## config.mk

```make
export PLATFORM = sky130hd
export DESIGN_NAME = name_value_line_tokenizer
export DESIGN_NICKNAME = d
export VERILOG_FILES = /design/src/rtl/nvt_pkg.sv /design/src/rtl/nvt_front.sv /design/src/rtl/nvt_fifo.sv /design/src/rtl/nvt_back.sv /design/src/rtl/name_value_line_tokenizer.sv
export VERILOG_INCLUDE_DIRS = /design/src /design/src/rtl
export SDC_FILE = /design/constraint.sdc
export NUM_CORES = 1
export LEC_CHECK = 0
export ABC_AREA = 1
export BUFFER_PORTS_ARGS = -buffer_cell sky130_fd_sc_hd__buf_4
export CORE_MARGIN = 5
export CORE_UTILIZATION = 37
export DETAILED_ROUTE_END_ITERATION = 12
export PLACE_DENSITY_LB_ADDON = 0.3
export SETUP_SLACK_MARGIN = 0.4
export SLEW_MARGIN = 20
export SYNTH_ARGS = -nofsm -noshare
export SYNTH_HDL_FRONTEND = slang
export SYNTH_SLANG_ARGS = --single-unit
```

## constraint.sdc

```tcl
create_clock -name clk_i -period 2.59 [get_ports clk_i]
set_input_delay 0.259 -clock clk_i [delete_from_list [all_inputs] [get_ports clk_i]]
set_output_delay 0.259 -clock clk_i [all_outputs]
set_load 0.02 [all_outputs]
```

## src/rtl/name_value_line_tokenizer_macros.svh

```systemverilog
// ----------------------------------------------------------------------------
// Assertion macros for the name/value line tokenizer
// Shared helpers so that every checking module reports in the same way.
// ----------------------------------------------------------------------------
`ifndef NAME_VALUE_LINE_TOKENIZER_MACROS_SVH
`define NAME_VALUE_LINE_TOKENIZER_MACROS_SVH

// Property that must hold at every clock edge outside of reset.
`define NVT_ASSERT(lbl, cond, msg) \
  lbl: assert property (@(posedge clk_i) disable iff (!rst_ni) (cond)) else $error(msg);

// Implication checked at every clock edge outside of reset.
`define NVT_ASSERT_IMP(lbl, ante, cons, msg) \
  lbl: assert property (@(posedge clk_i) disable iff (!rst_ni) (ante) |-> (cons)) else $error(msg);

`endif

```

## src/rtl/nvt_pkg.sv

```systemverilog
// ----------------------------------------------------------------------------
// nvt_pkg
// Types, codes and constants shared by the name/value line tokenizer.
// ----------------------------------------------------------------------------
package nvt_pkg;

  // Default buffer sizes for the top-level parameters.
  localparam int unsigned MaxNameDefault  = 256;
  localparam int unsigned MaxValueDefault = 2048;

  // Depth of the queue between the classifier and the output side.
  localparam int unsigned QueueDepth = 2;
  localparam int unsigned QPtrW      = (QueueDepth > 1) ? $clog2(QueueDepth) : 1;
  localparam int unsigned QCntW      = $clog2(QueueDepth + 1);

  // Register widths and indexes.
  localparam int unsigned NameLimitW  = 8;
  localparam int unsigned ValueLimitW = 11;
  localparam logic [7:0]  NameLimitRst  = 8'd255;
  localparam logic [10:0] ValueLimitRst = 11'd2047;
  localparam logic RegNameLimit  = 1'b0;
  localparam logic RegValueLimit = 1'b1;

  // Characters with a special meaning.
  localparam logic [7:0] CharHash   = 8'h23;
  localparam logic [7:0] CharNl     = 8'h0A;
  localparam logic [7:0] CharBslash = 8'h5C;
  localparam logic [7:0] CharCr     = 8'h0D;

  // Result kinds.
  typedef enum logic [2:0] {
    KIND_NAME_CHAR  = 3'd0,
    KIND_VALUE_CHAR = 3'd1,
    KIND_ENTRY_END  = 3'd2,
    KIND_NO_VALUE   = 3'd3,
    KIND_ABRUPT_END = 3'd4,
    KIND_NAME_OVF   = 3'd5,
    KIND_VALUE_OVF  = 3'd6,
    KIND_CLEAN_END  = 3'd7
  } kind_e;

  // Line parser phases. Code 7 is unused and treated as the first column.
  typedef enum logic [2:0] {
    PH_FIRST     = 3'd0,
    PH_COMMENT   = 3'd1,
    PH_FINDNAME  = 3'd2,
    PH_NAME      = 3'd3,
    PH_FINDVALUE = 3'd4,
    PH_VALUE     = 3'd5,
    PH_CONTINUE  = 3'd6
  } phase_e;

  // One input request.
  typedef struct packed {
    logic [7:0] ch;
    logic       at_end;
  } in_t;

  // One output request.
  typedef struct packed {
    kind_e      kind;
    logic [7:0] out_char;
    logic       last;
  } out_t;

  // One result as produced by the classifier.
  typedef struct packed {
    kind_e      kind;
    logic [7:0] ch;
  } res_t;

  // Queue entry: the one or two results caused by one input character.
  typedef struct packed {
    logic two;
    res_t first;
    res_t second;
  } entry_t;

  // White space: space, tab, newline, vertical tab, form feed, return.
  function automatic logic is_blank(logic [7:0] c);
    return (c == 8'h20) || ((c >= 8'h09) && (c <= 8'h0D));
  endfunction

endpackage

```

## src/rtl/nvt_front.sv

```systemverilog
// ----------------------------------------------------------------------------
// nvt_front
// Accepts characters, runs the line parser state and pushes the results that
// each character causes into the queue as one entry.
// ----------------------------------------------------------------------------
module nvt_front #(
  parameter int unsigned MAX_NAME  = nvt_pkg::MaxNameDefault,
  parameter int unsigned MAX_VALUE = nvt_pkg::MaxValueDefault
) (
  input  logic                clk_i,
  input  logic                rst_ni,
  input  logic                in_valid_i,
  output logic                in_ready_o,
  input  nvt_pkg::in_t        in_i,
  input  logic [7:0]          name_limit_i,
  input  logic [10:0]         value_limit_i,
  output logic                push_o,
  output nvt_pkg::entry_t     entry_o,
  input  logic                full_i
);
  import nvt_pkg::*;

  localparam int unsigned NameCw  = $clog2(MAX_NAME);
  localparam int unsigned ValueCw = $clog2(MAX_VALUE);

  phase_e             phase_q, phase_d;
  logic [NameCw-1:0]  name_cnt_q, name_cnt_d;
  logic [ValueCw-1:0] value_cnt_q, value_cnt_d;
  logic               held_valid_q, held_valid_d;
  logic [7:0]         held_char_q, held_char_d;

  logic [NameCw-1:0]  name_lim, name_base;
  logic [ValueCw-1:0] value_lim;
  logic               first_col, name_ok, value_ok, accept;
  logic [1:0]         n_res;
  res_t               res0, res1, name_res, value_res;
  logic               value_emit;
  logic [7:0]         c;

  assign in_ready_o = !full_i;
  assign accept     = in_valid_i && in_ready_o;
  assign c          = in_i.ch;

  // Limits in effect are clipped to what the counters can hold.
  always_comb begin
    if ({1'b0, name_limit_i} > 9'(MAX_NAME - 1)) begin
      name_lim = NameCw'(MAX_NAME - 1);
    end else begin
      name_lim = NameCw'(name_limit_i);
    end
    if ({1'b0, value_limit_i} > 12'(MAX_VALUE - 1)) begin
      value_lim = ValueCw'(MAX_VALUE - 1);
    end else begin
      value_lim = ValueCw'(value_limit_i);
    end
  end

  // The first column, and the unused phase code, start a fresh entry.
  always_comb begin
    case (phase_q)
      PH_COMMENT, PH_FINDNAME, PH_NAME, PH_FINDVALUE, PH_VALUE, PH_CONTINUE: begin
        first_col = 1'b0;
      end
      default: begin
        first_col = 1'b1;
      end
    endcase
  end

  // Outcome of taking a name or a value character.
  always_comb begin
    name_base = first_col ? '0 : name_cnt_q;
    name_ok   = name_base < name_lim;
    name_res  = name_ok ? res_t'{kind: KIND_NAME_CHAR, ch: c}
                        : res_t'{kind: KIND_NAME_OVF, ch: 8'h00};
    value_ok   = value_cnt_q < value_lim;
    value_emit = value_ok ? held_valid_q : 1'b1;
    value_res  = value_ok ? res_t'{kind: KIND_VALUE_CHAR, ch: held_char_q}
                          : res_t'{kind: KIND_VALUE_OVF, ch: 8'h00};
  end

  // Parser next state and results for the presented character.
  always_comb begin
    phase_d      = phase_q;
    name_cnt_d   = name_cnt_q;
    value_cnt_d  = value_cnt_q;
    held_valid_d = held_valid_q;
    held_char_d  = held_char_q;
    n_res        = 2'd0;
    res0         = '{kind: KIND_NAME_CHAR, ch: 8'h00};
    res1         = '{kind: KIND_NAME_CHAR, ch: 8'h00};

    if (in_i.at_end) begin
      n_res        = 2'd1;
      res0.kind    = first_col ? KIND_CLEAN_END : KIND_ABRUPT_END;
      phase_d      = PH_FIRST;
      name_cnt_d   = '0;
      value_cnt_d  = '0;
      held_valid_d = 1'b0;
      held_char_d  = 8'h00;
    end else begin
      case (phase_q)
        PH_COMMENT: begin
          if (c == CharNl) begin
            phase_d = PH_FIRST;
          end
        end
        PH_FINDNAME: begin
          if (c == CharNl) begin
            phase_d = PH_FIRST;
          end else if (!is_blank(c)) begin
            n_res   = 2'd1;
            res0    = name_res;
            phase_d = PH_NAME;
            if (name_ok) begin
              name_cnt_d = name_base + NameCw'(1);
            end
          end
        end
        PH_NAME: begin
          if (c == CharNl) begin
            n_res        = 2'd1;
            res0.kind    = KIND_NO_VALUE;
            phase_d      = PH_FIRST;
            name_cnt_d   = '0;
            value_cnt_d  = '0;
            held_valid_d = 1'b0;
            held_char_d  = 8'h00;
          end else if (is_blank(c)) begin
            phase_d = PH_FINDVALUE;
          end else begin
            n_res = 2'd1;
            res0  = name_res;
            if (name_ok) begin
              name_cnt_d = name_base + NameCw'(1);
            end
          end
        end
        PH_FINDVALUE, PH_CONTINUE: begin
          if (c == CharNl) begin
            n_res        = 2'd1;
            res0.kind    = KIND_ENTRY_END;
            phase_d      = PH_FIRST;
            name_cnt_d   = '0;
            value_cnt_d  = '0;
            held_valid_d = 1'b0;
            held_char_d  = 8'h00;
          end else if (!is_blank(c)) begin
            n_res   = {1'b0, value_emit};
            res0    = value_res;
            phase_d = PH_VALUE;
            if (value_ok) begin
              value_cnt_d  = value_cnt_q + ValueCw'(1);
              held_char_d  = c;
              held_valid_d = 1'b1;
            end
          end
        end
        PH_VALUE: begin
          if (c == CharNl) begin
            if (held_valid_q && (held_char_q == CharBslash)) begin
              // A trailing backslash continues the value on the next line.
              n_res        = 2'd1;
              res0         = '{kind: KIND_VALUE_CHAR, ch: CharCr};
              held_valid_d = 1'b0;
              held_char_d  = 8'h00;
              phase_d      = PH_CONTINUE;
            end else begin
              if (held_valid_q) begin
                n_res = 2'd2;
                res0  = '{kind: KIND_VALUE_CHAR, ch: held_char_q};
                res1  = '{kind: KIND_ENTRY_END, ch: 8'h00};
              end else begin
                n_res = 2'd1;
                res0  = '{kind: KIND_ENTRY_END, ch: 8'h00};
              end
              phase_d      = PH_FIRST;
              name_cnt_d   = '0;
              value_cnt_d  = '0;
              held_valid_d = 1'b0;
              held_char_d  = 8'h00;
            end
          end else begin
            n_res = {1'b0, value_emit};
            res0  = value_res;
            if (value_ok) begin
              value_cnt_d  = value_cnt_q + ValueCw'(1);
              held_char_d  = c;
              held_valid_d = 1'b1;
            end
          end
        end
        default: begin
          // First column: every entry starts from cleared state.
          name_cnt_d   = '0;
          value_cnt_d  = '0;
          held_valid_d = 1'b0;
          held_char_d  = 8'h00;
          if (c == CharHash) begin
            phase_d = PH_COMMENT;
          end else if (c == CharNl) begin
            phase_d = PH_FIRST;
          end else if (is_blank(c)) begin
            phase_d = PH_FINDNAME;
          end else begin
            n_res   = 2'd1;
            res0    = name_res;
            phase_d = PH_NAME;
            if (name_ok) begin
              name_cnt_d = name_base + NameCw'(1);
            end
          end
        end
      endcase
    end
  end

  // Characters that cause no result leave the queue alone.
  assign push_o         = accept && (n_res != 2'd0);
  assign entry_o.two    = n_res[1];
  assign entry_o.first  = res0;
  assign entry_o.second = res1;

  // Parser state advances only on an accepted character.
  always_ff @(posedge clk_i or negedge rst_ni) begin
    if (!rst_ni) begin
      phase_q      <= PH_FIRST;
      name_cnt_q   <= '0;
      value_cnt_q  <= '0;
      held_valid_q <= 1'b0;
      held_char_q  <= 8'h00;
    end else if (accept) begin
      phase_q      <= phase_d;
      name_cnt_q   <= name_cnt_d;
      value_cnt_q  <= value_cnt_d;
      held_valid_q <= held_valid_d;
      held_char_q  <= held_char_d;
    end
  end

endmodule

```

## src/rtl/nvt_fifo.sv

```systemverilog
// ----------------------------------------------------------------------------
// nvt_fifo
// Short queue of result entries between the parser and the output side.
// ----------------------------------------------------------------------------
module nvt_fifo (
  input  logic            clk_i,
  input  logic            rst_ni,
  input  logic            push_i,
  input  nvt_pkg::entry_t data_i,
  output logic            full_o,
  input  logic            pop_i,
  output nvt_pkg::entry_t data_o,
  output logic            empty_o
);
  import nvt_pkg::*;
  `include "name_value_line_tokenizer_macros.svh"

  entry_t            mem_q [QueueDepth];
  logic [QPtrW-1:0]  wr_ptr_q, wr_ptr_d, rd_ptr_q, rd_ptr_d;
  logic [QCntW-1:0]  cnt_q, cnt_d;

  assign full_o  = (cnt_q == QCntW'(QueueDepth));
  assign empty_o = (cnt_q == '0);
  assign data_o  = mem_q[rd_ptr_q];

  // Pointer and fill count update.
  always_comb begin
    wr_ptr_d = wr_ptr_q;
    rd_ptr_d = rd_ptr_q;
    cnt_d    = cnt_q;
    if (push_i) begin
      wr_ptr_d = (wr_ptr_q == QPtrW'(QueueDepth - 1)) ? '0 : wr_ptr_q + QPtrW'(1);
    end
    if (pop_i) begin
      rd_ptr_d = (rd_ptr_q == QPtrW'(QueueDepth - 1)) ? '0 : rd_ptr_q + QPtrW'(1);
    end
    if (push_i && !pop_i) begin
      cnt_d = cnt_q + QCntW'(1);
    end else if (pop_i && !push_i) begin
      cnt_d = cnt_q - QCntW'(1);
    end
  end

  always_ff @(posedge clk_i or negedge rst_ni) begin
    if (!rst_ni) begin
      wr_ptr_q <= '0;
      rd_ptr_q <= '0;
      cnt_q    <= '0;
    end else begin
      wr_ptr_q <= wr_ptr_d;
      rd_ptr_q <= rd_ptr_d;
      cnt_q    <= cnt_d;
    end
  end

  // Entry storage needs no reset.
  always_ff @(posedge clk_i) begin
    if (push_i) begin
      mem_q[wr_ptr_q] <= data_i;
    end
  end

  `NVT_ASSERT_IMP(a_no_push_full, push_i, !full_o, "queue written while full")
  `NVT_ASSERT_IMP(a_no_pop_empty, pop_i, !empty_o, "queue read while empty")
  `NVT_ASSERT(a_cnt_range, cnt_q <= QCntW'(QueueDepth), "queue count out of range")

endmodule

```

## src/rtl/nvt_back.sv

```systemverilog
// ----------------------------------------------------------------------------
// nvt_back
// Takes queue entries and sends their results one per request through an
// output register, marking the final result of each character.
// ----------------------------------------------------------------------------
module nvt_back (
  input  logic            clk_i,
  input  logic            rst_ni,
  output logic            pop_o,
  input  nvt_pkg::entry_t entry_i,
  input  logic            empty_i,
  output logic            out_valid_o,
  input  logic            out_ready_i,
  output nvt_pkg::out_t   out_o
);
  import nvt_pkg::*;

  logic out_valid_q, out_valid_d;
  out_t out_q, out_d;
  logic sec_pend_q, sec_pend_d;
  res_t sec_q, sec_d;
  logic load;

  assign load = !out_valid_q || out_ready_i;

  // Refill the output register from the pending second result or the queue.
  always_comb begin
    pop_o       = 1'b0;
    out_valid_d = out_valid_q;
    out_d       = out_q;
    sec_pend_d  = sec_pend_q;
    sec_d       = sec_q;
    if (load) begin
      if (sec_pend_q) begin
        out_valid_d = 1'b1;
        out_d       = '{kind: sec_q.kind, out_char: sec_q.ch, last: 1'b1};
        sec_pend_d  = 1'b0;
      end else if (!empty_i) begin
        pop_o       = 1'b1;
        out_valid_d = 1'b1;
        out_d       = '{kind: entry_i.first.kind, out_char: entry_i.first.ch,
                        last: !entry_i.two};
        sec_pend_d  = entry_i.two;
        sec_d       = entry_i.second;
      end else begin
        out_valid_d = 1'b0;
      end
    end
  end

  always_ff @(posedge clk_i or negedge rst_ni) begin
    if (!rst_ni) begin
      out_valid_q <= 1'b0;
      sec_pend_q  <= 1'b0;
    end else begin
      out_valid_q <= out_valid_d;
      sec_pend_q  <= sec_pend_d;
    end
  end

  always_ff @(posedge clk_i) begin
    out_q <= out_d;
    sec_q <= sec_d;
  end

  assign out_valid_o = out_valid_q;
  assign out_o       = out_q;

endmodule

```

## src/rtl/name_value_line_tokenizer.sv

```systemverilog
// ----------------------------------------------------------------------------
// name_value_line_tokenizer
// Splits a character stream into name/value entries with overflow limits.
// ----------------------------------------------------------------------------
// Usage:
//   The input channel (in_valid_i/in_ready_o/in_i) takes one character per
//   request, or an end-of-text mark. The output channel (out_valid_o/
//   out_ready_i/out_o) delivers zero, one or two results per character;
//   the final result of a character carries last.
//   A result is written into the queue at the edge that accepts its
//   character and then registered in the output register. Throughput: one
//   character per cycle while out_ready_i is high, bounded by the single
//   output register that sends one result per cycle, so a character that
//   causes two results (value end with a held character) loads it twice.
//   A two-entry queue separates the parser from the output register. When
//   the receiver stalls, results collect there and in_ready_o drops once the
//   queue is full; the parser state holds until characters flow again.
//   Reset clears the parser to the first column, empties the queue and sets
//   the limits to 255 and 2047. The user must write the limits over the APB
//   port only while the block is idle; the block itself does not enforce it.
// ----------------------------------------------------------------------------
module name_value_line_tokenizer #(
  parameter int unsigned MAX_NAME  = nvt_pkg::MaxNameDefault,
  parameter int unsigned MAX_VALUE = nvt_pkg::MaxValueDefault
) (
  input  logic          clk_i,
  input  logic          rst_ni,
  input  logic          in_valid_i,
  output logic          in_ready_o,
  input  nvt_pkg::in_t  in_i,
  output logic          out_valid_o,
  input  logic          out_ready_i,
  output nvt_pkg::out_t out_o,
  input  logic          psel,
  input  logic          penable,
  input  logic          pwrite,
  input  logic [2:0]    paddr,
  input  logic [31:0]   pwdata,
  output logic [31:0]   prdata,
  output logic          pready
);
  import nvt_pkg::*;

  logic [NameLimitW-1:0]  name_limit_q;
  logic [ValueLimitW-1:0] value_limit_q;
  logic                   cfg_wr, push, pop, full, empty;
  entry_t                 push_entry, pop_entry;

  // Configuration registers.
  assign pready = 1'b1;
  assign cfg_wr = psel && penable && pwrite && pready;

  always_ff @(posedge clk_i or negedge rst_ni) begin
    if (!rst_ni) begin
      name_limit_q  <= NameLimitRst;
      value_limit_q <= ValueLimitRst;
    end else if (cfg_wr) begin
      case (paddr[2])
        RegNameLimit: begin
          name_limit_q <= pwdata[NameLimitW-1:0];
        end
        RegValueLimit: begin
          value_limit_q <= pwdata[ValueLimitW-1:0];
        end
        default: begin
        end
      endcase
    end
  end

  // Register read-back.
  always_comb begin
    case (paddr[2])
      RegNameLimit: begin
        prdata = {{(32 - NameLimitW){1'b0}}, name_limit_q};
      end
      RegValueLimit: begin
        prdata = {{(32 - ValueLimitW){1'b0}}, value_limit_q};
      end
      default: begin
        prdata = '0;
      end
    endcase
  end

  nvt_front #(
    .MAX_NAME  (MAX_NAME),
    .MAX_VALUE (MAX_VALUE)
  ) u_front (
    .clk_i         (clk_i),
    .rst_ni        (rst_ni),
    .in_valid_i    (in_valid_i),
    .in_ready_o    (in_ready_o),
    .in_i          (in_i),
    .name_limit_i  (name_limit_q),
    .value_limit_i (value_limit_q),
    .push_o        (push),
    .entry_o       (push_entry),
    .full_i        (full)
  );

  nvt_fifo u_fifo (
    .clk_i   (clk_i),
    .rst_ni  (rst_ni),
    .push_i  (push),
    .data_i  (push_entry),
    .full_o  (full),
    .pop_i   (pop),
    .data_o  (pop_entry),
    .empty_o (empty)
  );

  nvt_back u_back (
    .clk_i       (clk_i),
    .rst_ni      (rst_ni),
    .pop_o       (pop),
    .entry_i     (pop_entry),
    .empty_i     (empty),
    .out_valid_o (out_valid_o),
    .out_ready_i (out_ready_i),
    .out_o       (out_o)
  );

endmodule
```

Word level (Yosys, flattened, before mapping)
Memory sizes are Yosys's and may differ from the RTL's. Index checks and enable logic that the tools add are counted.

Register bits after elaboration: 79. RAM bits: 46. Input bits: 51. Output and inout bits: 47. Word-level logic and storage cells: 182. Memories: 1.

Memories: u_fifo.mem_q (depth 2, width 23, rd ports 1, clocked after Yosys merged registers in 0, write ports 1, line nvt_fifo.sv:18) `entry_t mem_q [QueueDepth];`.

Reduce and logical (&&, ||, !) cells: 29. Mux-type cells: 98. Order comparisons: 4. Eq/ne operators: 24. Bitwise gates (word level): 3. $add $sub $neg: 6.

Operator list (count): $mux W11 (19); $mux W8 (21); $pmux W32 S2 (1); $pmux W11 S5 (1); $mux W3 (15); $pmux W11 S4 (1); $pmux W8 S5 (1); $pmux W8 S4 (1); $mux W12 (2); $mux W1 (21); $mux W10 (2); $mux W2 (10); $eq A8 B6 Y1 const B (2); $pmux W3 S5 (1); $ne A3 B2 Y1 const B (4); $reduce_and A6 Y1 (2); $add A11 B1 Y11 const B (1); $lt A11 B11 Y1 (1); $pmux W2 S5 (1); $eq A3 B3 Y1 const B (3); $add A8 B1 Y8 const B (1); $eq A8 B4 Y1 const B (1); $eq A8 B7 Y1 const B (1); $ge A8 B4 Y1 const B (1); other kinds (27) (50).

Longest topological paths before layout
Gate-level depths: netlist of the first run.

Depth in word-level cells: 14. Mapped depth: 20. Depth with buffers taken out: 18.

Modules after synthesis
From an unflattened synthesis of the first run, not the netlist that was laid out.

Cell total of the unflattened synthesis: 798. Area, all modules: 7086.8 µm².

Modules (own cells, without submodules): nvt_front (cells each 484, area an instance 3086.7 µm², instances 1, sequential area each 775.7 µm²); nvt_fifo (cells each 97, area an instance 1969.4 µm², instances 1, sequential area each 1481.4 µm²); name_value_line_tokenizer (cells each 142, area an instance 1088.5 µm², instances 1, sequential area each 499.2 µm²); nvt_back (cells each 75, area an instance 942.2 µm², instances 1, sequential area each 740.7 µm²).

Least setup slack after synthesis of the first run
OpenSTA, ideal clock, no wires.

Kind: reg2reg. From: reg value_limit_q[10]. To: mem u_fifo.mem_q[1][11] (netlist bit), enable pin. Stages on the path, launching flop included: 13. Data arrival time: 2.241 ns. Clock period less this slack: 2.624 ns. Required time: 2.208 ns. Path slack: -0.034 ns. Library setup time: 0.382 ns. Path buffers: 0. Cells stage by stage: dfstp_2 -> inv_1 -> ha_1 -> nand2_1 -> nor2_1 -> nand3_1 -> nor3_1 -> nor2_1 -> nand3_1 -> nand3_1 -> nand3_1 -> nand2_1 -> nor2_1.

Cells in the longest elaborated chain, start to end: 10. Elaborated cells between the ends (all ways): 11. Classes of those cells: order compare (1); mux (8); reduce/logical (2).

RTL lines: start, declared (line name_value_line_tokenizer.sv:45) `logic [ValueLimitW-1:0] value_limit_q;`; start signal, assigned (line name_value_line_tokenizer.sv:56) `value_limit_q <= ValueLimitRst;`; start signal, assigned (line name_value_line_tokenizer.sv:63) `value_limit_q <= pwdata[ValueLimitW-1:0];`; $lt A11 B11 Y1 * (line nvt_front.sv:76) `value_ok = value_cnt_q < value_lim;`; $mux W1 * (line nvt_front.sv:77) `value_emit = value_ok ? held_valid_q : 1'b1;`; $mux W1 (line nvt_front.sv:148) `end else if (!is_blank(c)) begin`; $mux W2 (line nvt_front.sv:140) `if (c == CharNl) begin`; $pmux W2 S5 * (line nvt_front.sv:102) `case (phase_q)`; $mux W2 * (line nvt_front.sv:93) `if (in_i.at_end) begin`; $reduce_bool A2 Y1 * (line nvt_front.sv:219) `assign push_o = accept && (n_res != 2'd0);`; $logic_and A1 B1 Y1 * (line nvt_front.sv:219); $mux W1 * (line nvt_fifo.sv:58) `if (push_i) begin`; $mux W1 (implied by the code) * (line nvt_fifo.sv:59) `mem_q[wr_ptr_q] <= data_i;`; end, declared (line nvt_fifo.sv:18).

Mark *: on every way between the ends. The rest lies on a longest branch, timed or not.

Worst setup path after layout of the first run
From: reg value_limit_q[2]. To: reg u_fifo.cnt_q[1].

Cells in the longest elaborated chain, start to end: 11. Elaborated cells between the ends (all ways): 14. Classes of those cells: order compare (1); mux (7); reduce/logical (6).

RTL lines: $lt A11 B11 Y1 * (line nvt_front.sv:76); $mux W1 * (line nvt_front.sv:77); $mux W1 (line nvt_front.sv:148); $mux W2 (line nvt_front.sv:140); $pmux W2 S5 * (line nvt_front.sv:102); $mux W2 * (line nvt_front.sv:93); $reduce_bool A2 Y1 * (line nvt_front.sv:219); $logic_and A1 B1 Y1 * (line nvt_front.sv:219); net push (line name_value_line_tokenizer.sv:46) `logic cfg_wr, push, pop, full, empty;`; $logic_not A1 Y1 (line nvt_fifo.sv:39) `end else if (pop_i && !push_i) begin`; $logic_and A1 B1 Y1 (line nvt_fifo.sv:39); $reduce_bool A2 Y1 (no source line); end signal, assigned (line nvt_fifo.sv:52) `cnt_q <= cnt_d;`; end, declared (line nvt_fifo.sv:20) `logic [QCntW-1:0] cnt_q, cnt_d;`.

Mark *: on every way through the listed nets, which the timed path passes. The rest lies on a longest branch. A chain may end at the register's enable or synchronous reset.

==> results of run 1 <==
-- repair_timing --
item	4_1_cts	5_1_grt
setup endpoints to repair	79	79
resized for setup	109	42
hold buffers	1	0
buffers inserted	32	6
cloned	3	0
pin swaps	34	32
endpoints found under the hold margin	15	0
-- power groups by stage --
| stage | clock (mW) | sequential (mW) | combinational, mW |
|---|---|---|---|
| after floorplan | 0 | 2.50 | 1.88 |
| after global placement | 0 | 2.42 | 2.79 |
| after detailed placement | 0 | 2.43 | 2.82 |
| after CTS | 1.38 | 2.41 | 3.70 |
| after global routing | 1.46 | 2.46 | 4.27 |
| final | 1.35 | 2.42 | 3.90 |
-- how the worst max path moves through the flow --
stage                     cells past startpoint  slack [ns]         startpoint               to
after floorplan                              16        0.20  value_limit_q[10]  u_fifo.cnt_q[1]
after global placement                       16        0.02   value_limit_q[4]  u_fifo.cnt_q[1]
after detailed placement                     16        0.01   value_limit_q[4]  u_fifo.cnt_q[1]
after CTS                                    16        0.15  value_limit_q[10]  u_fifo.cnt_q[1]
after global routing                         15       -0.02  value_limit_q[10]  u_fifo.cnt_q[1]
final                                        16        0.12   value_limit_q[2]  u_fifo.cnt_q[1]
-- registers in the layout (all words and copies together), names as in the netlist --
name	count
value_limit_q	11
u_back.out_o	12
u_front.held_valid_q	1
u_fifo.rd_ptr_q	1
u_fifo.cnt_q	2
u_front.value_cnt_q	11
u_fifo.mem_q	26
u_front.name_cnt_q	8
name_limit_q	8
u_front.phase_q	3
u_back.sec_pend_q	1
u_back.out_valid_o	1
u_back.sec_q	1
u_front.held_char_q	8
u_fifo.wr_ptr_q	1
-- synthesized netlist by cell type, types with 2 or more instances --
library cell / instances
a22oi_1: 4
ha_1: 20
nor3_1: 12
nor2_2: 5
clkbuf_1: 11
nor3_2: 2
or2_2: 3
o21ai_2: 10
dfstp_2: 19
buf_6: 2
buf_4: 26
xnor2_1: 3
nand2_2: 15
o22ai_1: 3
o21ai_1: 3
inv_2: 11
o21ai_0: 54
nand4_1: 14
o211ai_1: 2
dfrtp_1: 37
nand2_1: 149
conb_1: 2
a21oi_1: 31
edfxtp_1: 39
nand3b_1: 3
nor2_1: 72
inv_1: 94
a31oi_1: 2
xor2_1: 10
nand3_1: 40
buf_2: 2
-- routing by layer --
layer	vias up	GRT usage	share of wire	wire [um]
met5	-	0	0	0
met4	0	0.0509	0.018	244
met3	19	0.0401	0.065	900
met2	144	0.263	0.48	6660
met1	2314	0.203	0.44	6120
li1	2474	-	-	-
-- cell type report --
type                       count  area share
multi-input combinational    490       0.406
sequential                    95       0.340
timing repair buffer         115       0.130
inverter                     106      0.0533
tap                          188      0.0308
clock buffer                   9      0.0294
clock inverter                 7      0.0106
-- metrics by stage --
| stage | cell area, um2 | setup TNS (ns) | hold slack, ns | instances |
|---|---|---|---|---|
| 2_1_floorplan | 5840 | 0 | -0.0366 | 731 |
| 3_3_place_gp | 6400 | 0 | 0.375 | 952 |
| 3_5_place_dp | 6400 | 0 | 0.380 | 952 |
| 4_1_cts | 7450 | 0 | 0.130 | 1004 |
| 5_1_grt | 7650 | -0.0158 | 0.144 | 1010 |
| 6_report | 7650 | 0 | 0.140 | 1010 |
-- cells by family after synthesis --
| logic type | synth area share |
|---|---|
| adder cells (fa/ha/maj) | 0.0438 |
| XOR/XNOR | 0.0199 |
| AND/OR/NAND/NOR | 0.249 |
| other | 0.00132 |
| multiplexers | 0.00175 |
| AO/OA/AOI/OAI | 0.112 |
| buffers and inverters | 0.117 |
| flip-flops | 0.455 |
-- cell usage in the layout (no fill, tap or decap), types with 10 or more instances in the layout --
cell type | netlist | layout
o21ai_0 | 54 | 44
nand3_1 | 40 | 30
edfxtp_1 | 39 | 39
inv_1 | 94 | 79
o21ai_1 | 3 | 10
nand2_4 | 1 | 17
a21oi_1 | 31 | 18
a21oi_2 | 0 | 13
o21ai_2 | 10 | 11
ha_4 | 0 | 12
dfrtp_1 | 37 | 35
nand2_2 | 15 | 25
buf_4 | 26 | 95
nand2_1 | 149 | 123
nand4_1 | 14 | 14
inv_2 | 11 | 22
buf_6 | 2 | 13
nor2_1 | 72 | 64
conb_1 | 2 | 22
dfstp_2 | 19 | 19
-- worst register-to-register path, stage by stage, from the launching register on --
cell	delay, ns
dfstp_2	0.54
inv_2	0.05
ha_4	0.24
nand2_1	0.09
nand2_2	0.07
a31oi_4	0.17
nor3_4	0.07
nor2_4	0.16
nand3_2	0.10
a21oi_2	0.17
nand3_2	0.08
nand2_2	0.10
inv_2	0.05
ha_4	0.21
a21oi_2	0.09
o21ai_1	0.08
xnor2_1	0.12
==> results.sh, run 1 <==
export IMPL_power_density_nw_per_um2=1000
export IMPL_slowest_delay_ns=0.54
export IMPL_dr_pass1_iters=4
export IMPL_synth_edf_count=39
export IMPL_final_seq_area_um2=2600
export IMPL_reg2reg_depth=16
export IMPL_r2r_start="value_limit_q[2]"
export IMPL_pin_count=98
export IMPL_hold_end="value_limit_q[10]"
export IMPL_crit_family="simple AND/OR/NAND/NOR gates"
export IMPL_fmax_mhz=404
export IMPL_r2r_slack_ns=0.12
export IMPL_hp_class="in2reg"
export IMPL_p_sw_frac=0.414
export IMPL_first_iter_violations=238
export IMPL_multi_input_area_um2=3110
export IMPL_path_clk_slew_ns=0.07
export IMPL_synth_area_um2=5710
export IMPL_antenna_found_initial=0
export IMPL_power_frac_clock=0.177
export IMPL_rsz0062_at_grt="true"
export IMPL_power_frac_seq=0.315
export IMPL_cts_htree_levels=3
export IMPL_gr_total_overflow=0
export IMPL_start_kind="flip-flop"
export IMPL_routed_wirelength_mm=13.9
export IMPL_cellInternalPower_mw=4.49
export IMPL_die_x_um=134
export IMPL_via_per_inst=4.90
export IMPL_cts_sinks=95
export IMPL_pwr_share_comb=0.508
export IMPL_synth_largest_area_cell="edfxtp_1"
export IMPL_min_from="pwdata[10]"
export IMPL_critPathCaptureType="flip-flop"
export IMPL_critPathMaxFanout=4
export IMPL_synthCells=711
export IMPL_worstPathArrival_ns=2.72
export IMPL_area_growth_pct=34.0
export IMPL_worstMarginPinSlew_ns=0.752
export IMPL_ant_nets=0
export IMPL_tritoncts="built"
export IMPL_diodes=0
export IMPL_first_global_vias=4892
export IMPL_fillers=1421
export IMPL_r2r_end="u_fifo.cnt_q[1]"
export IMPL_maxSlewViolCount=0
export IMPL_cp_required_ns=2.83
export IMPL_synth_top_cell_area_share=0.205
export IMPL_synth_ff_latch_count=95
export IMPL_fin_crit_ns=2.47
export IMPL_nets=888
export IMPL_fin_ws_ns=0.115
export IMPL_grt_pass1_wl_mm=23.2
export IMPL_crit_slowest_cell="dfstp_2"
export IMPL_clockRootBuffer="clkbuf_16"
export IMPL_synthFlopType="edfxtp_1"
export IMPL_post_place_ws_ns=0.0103
export IMPL_crit_chain="inv_2 -> ha_4 -> nand2_1 -> nand2_2 -> a31oi_4 -> nor3_4 -> nor2_4 -> nand3_2 -> a21oi_2 -> nand3_2 -> nand2_2 -> inv_2 -> ha_4 -> a21oi_2 -> o21ai_1 -> xnor2_1"
export IMPL_gp_congestion=0.855
export IMPL_p_leak_nw=3.56
export IMPL_grtUsageTotal=0.159
export IMPL_numPortBuffers=52
export IMPL_cts_buffer_depth=2
export IMPL_fin_skew_ns=0.00765
export IMPL_drc=0
export IMPL_vias=4951
export IMPL_vdd_drop_max_mv=0.552
export IMPL_start_util=0.377
export IMPL_drv_cap=0
export IMPL_critical_path_buf_inv_count=2
export IMPL_avgSynthCellArea_um2=8.03
export IMPL_final_layout_size_suffix_gt1_frac=0.367
export IMPL_max_slew_margin_rel=0.499
export IMPL_numCtsBuffers=9
export IMPL_setup_viol=0
export IMPL_p_total_mw=7.67
export IMPL_rows=45
export IMPL_die_y_um=134
export IMPL_hpwlAfterDp_mm=9.40
export IMPL_yosys_warnings=0
export IMPL_hold_viol=0
export IMPL_synthDistinctLibCells=42
export IMPL_worstSkewPairLatency_ns=0.36
export IMPL_critical_path_class="reg2reg"
export IMPL_grt_max_degree=57
export IMPL_ys_top_cells_by_area="edfxtp_1, dfrtp_1, nand2_1"
export IMPL_netSwitchingPower_mw=3.17
export IMPL_min_path_cells=3
export IMPL_outcome="finished clean"
export IMPL_drt_wirelength_per_cell_um=13.8
export IMPL_dieArea_um2=18000
export IMPL_finalCritPeriodShare=0.956
export IMPL_seq_area_frac_synth=0.455
export IMPL_fin_util=0.505
export IMPL_ys_async_sr_fraction=0.589
export IMPL_core_area_um2=15100
Note: power is estimated with default switching activity, not from simulation.
==> run 2, diff against run 1 <==
Settings changed: REMOVE_ABC_BUFFERS set to 1.
==> run 2 against run 1 <==
- the run now ends with hold timing left
- first-iteration DRC count down 1.3%
- critical path depth down 2
- clock-buffer cell count up 1
- sequential cell count unchanged
- sequential power about the same
- design area down 0.49%
- routed wire length up 0.16%
- register-to-register slack better by 0.03 ns
- power up 0.68%
- hold slack worse by 0.17 ns
- non-clock buffer count up 1
- critical path type unchanged
- critical endpoint is now u_fifo.mem_q[0][13]
- largest cell class unchanged
- largest power group unchanged
==> results.sh, run 2 (same netlist as run 1, synthesis figures left out) <==
export IMPL_multi_input_area_um2=3130
export IMPL_core_area_um2=15100
export IMPL_drc=0
export IMPL_vias=4857
export IMPL_start_kind="flip-flop"
export IMPL_rows=45
export IMPL_die_x_um=134
export IMPL_power_density_nw_per_um2=1010
export IMPL_critPathMaxFanout=7
export IMPL_hold_slack_ns=-0.0281
export IMPL_vdd_drop_max_mv=0.485
export IMPL_critical_path_class="reg2reg"
export IMPL_grt_pass1_wl_mm=22.7
export IMPL_violations="hold timing"
export IMPL_outcome="finished with violations"
export IMPL_cts_buffer_depth=2
export IMPL_worstSkewPairLatency_ns=0.35
export IMPL_tritoncts="built"
export IMPL_die_y_um=134
export IMPL_dr_pass1_iters=5
export IMPL_hold_viol=37
export IMPL_p_total_mw=7.72
export IMPL_pin_count=98
export IMPL_cp_required_ns=2.65
export IMPL_mostFrequentLayoutCells="nand2_1, buf_4, inv_1, nor2_1, o21ai_0"
export IMPL_ctsHoldBuffers=0
export IMPL_critPathCaptureType="flip-flop"
export IMPL_grtUsageTotal=0.155
export IMPL_fmax_mhz=409
export IMPL_diodes=0
export IMPL_via_per_inst=4.80
export IMPL_gp_congestion=0.847
export IMPL_r2r_end="u_fifo.mem_q[0][13]"
export IMPL_final_common_cell="nand2_1"
export IMPL_fillers=1411
export IMPL_fin_skew_ns=0.00649
export IMPL_regMostFlops="u_fifo.mem_q"
export IMPL_final_seq_area_um2=2600
export IMPL_maxSlewViolCount=0
export IMPL_antenna_found_initial=0
export IMPL_setup_viol=0
export IMPL_reg2reg_depth=14
export IMPL_drt_wirelength_per_cell_um=13.8
export IMPL_ant_nets=0
export IMPL_p_leak_nw=3.53
export IMPL_finalCritPeriodShare=0.945
export IMPL_grt_max_degree=57
export IMPL_fin_crit_ns=2.45
export IMPL_numCtsBuffers=9
export IMPL_routed_wirelength_mm=13.9
export IMPL_hpwlAfterDp_mm=9.18
export IMPL_r2r_start="value_limit_q[8]"
export IMPL_start_util=0.377
export IMPL_numPortBuffers=52
export IMPL_cts_sinks=95
export IMPL_gr_total_overflow=0
export IMPL_area_growth_pct=33.3
export IMPL_nets=889
export IMPL_drv_cap=0
export IMPL_final_layout_size_suffix_gt1_frac=0.369
export IMPL_largest_reg_flops=26
export IMPL_hp_class="in2async"
export IMPL_dieArea_um2=18000
export IMPL_max_slew_margin_rel=0.512
export IMPL_path_clk_slew_ns=0.07
export IMPL_r2r_slack_ns=0.14
export IMPL_clockRootBuffer="clkbuf_16"
export IMPL_first_iter_violations=235
export IMPL_rsz0062_at_grt="true"
export IMPL_first_global_vias=4801
export IMPL_cts_htree_levels=3
export IMPL_worstPathArrival_ns=2.51
export IMPL_worstMarginPinSlew_ns=0.732
## run 2: worst max-delay path by stage
stage,start,endpoint,slack (ns),cells after the start
4_1_cts,value_limit_q[10],u_fifo.cnt_q[1],0.14,15
3_3_place_gp,value_limit_q[10],u_fifo.cnt_q[1],-0.04,15
3_5_place_dp,value_limit_q[10],u_fifo.cnt_q[1],-0.15,15
5_1_grt,value_limit_q[2],u_fifo.cnt_q[1],0.008,16
6_report,value_limit_q[8],u_fifo.mem_q[0][13],0.14,14
2_1_floorplan,value_limit_q[10],u_fifo.mem_q[1][11],-0.03,12
## run 2: final cells by class
type | count | share of cell area
clock inverter | 6 | 0.00855
timing repair buffer | 116 | 0.124
inverter | 106 | 0.0539
sequential | 95 | 0.341
tap | 188 | 0.0309
clock buffer | 10 | 0.0301
multi-input combinational | 490 | 0.412
## run 2: what timing repair did
action                     in CTS  in global routing
gates cloned                    4                  0
resized for setup             113                 51
pin swaps                      40                 37
setup buffers                  19                 10
setup endpoints to repair      79                 81
## run 2: per-stage QoR
step	cells	utilization	TNS, ns	worst slack (ns)	instance area, um2
final	1011	0.503	0	0.143	7610
after global routing	1011	0.503	0	0.00785	7610
after CTS	1001	0.485	0	0.135	7350
after detailed placement	962	0.422	-0.243	-0.151	6390
after global placement	962	0.422	-0.0373	-0.0373	6390
after floorplan	690	-	-0.860	-0.0331	5510
## run 2: routing by layer
layer  part of all wire  global-route usage
met5                  0                   0
met4              0.011              0.0407
met3              0.056              0.0424
met2               0.48               0.264
met1               0.45               0.195
## run 2: critical path, cell delays in order, from the launching register on
cell and delay [ns]:
dfstp_2 0.54, inv_2 0.05, ha_4 0.28, nand2_4 0.05
nor2_4 0.12, nand3_2 0.10, nor3_4 0.21, nor2_4 0.06
nand3_1 0.06, nand3_1 0.07, nand3_1 0.10, nand2_2 0.07
buf_6 0.13, nor2_4 0.14, buf_6 0.16
## run 2: power by group
part	total [mW]	internal, mW	switching, mW
Sequential	2.42	2.16	0.257
Clock	1.34	0.754	0.588
Combinational	3.96	1.66	2.29
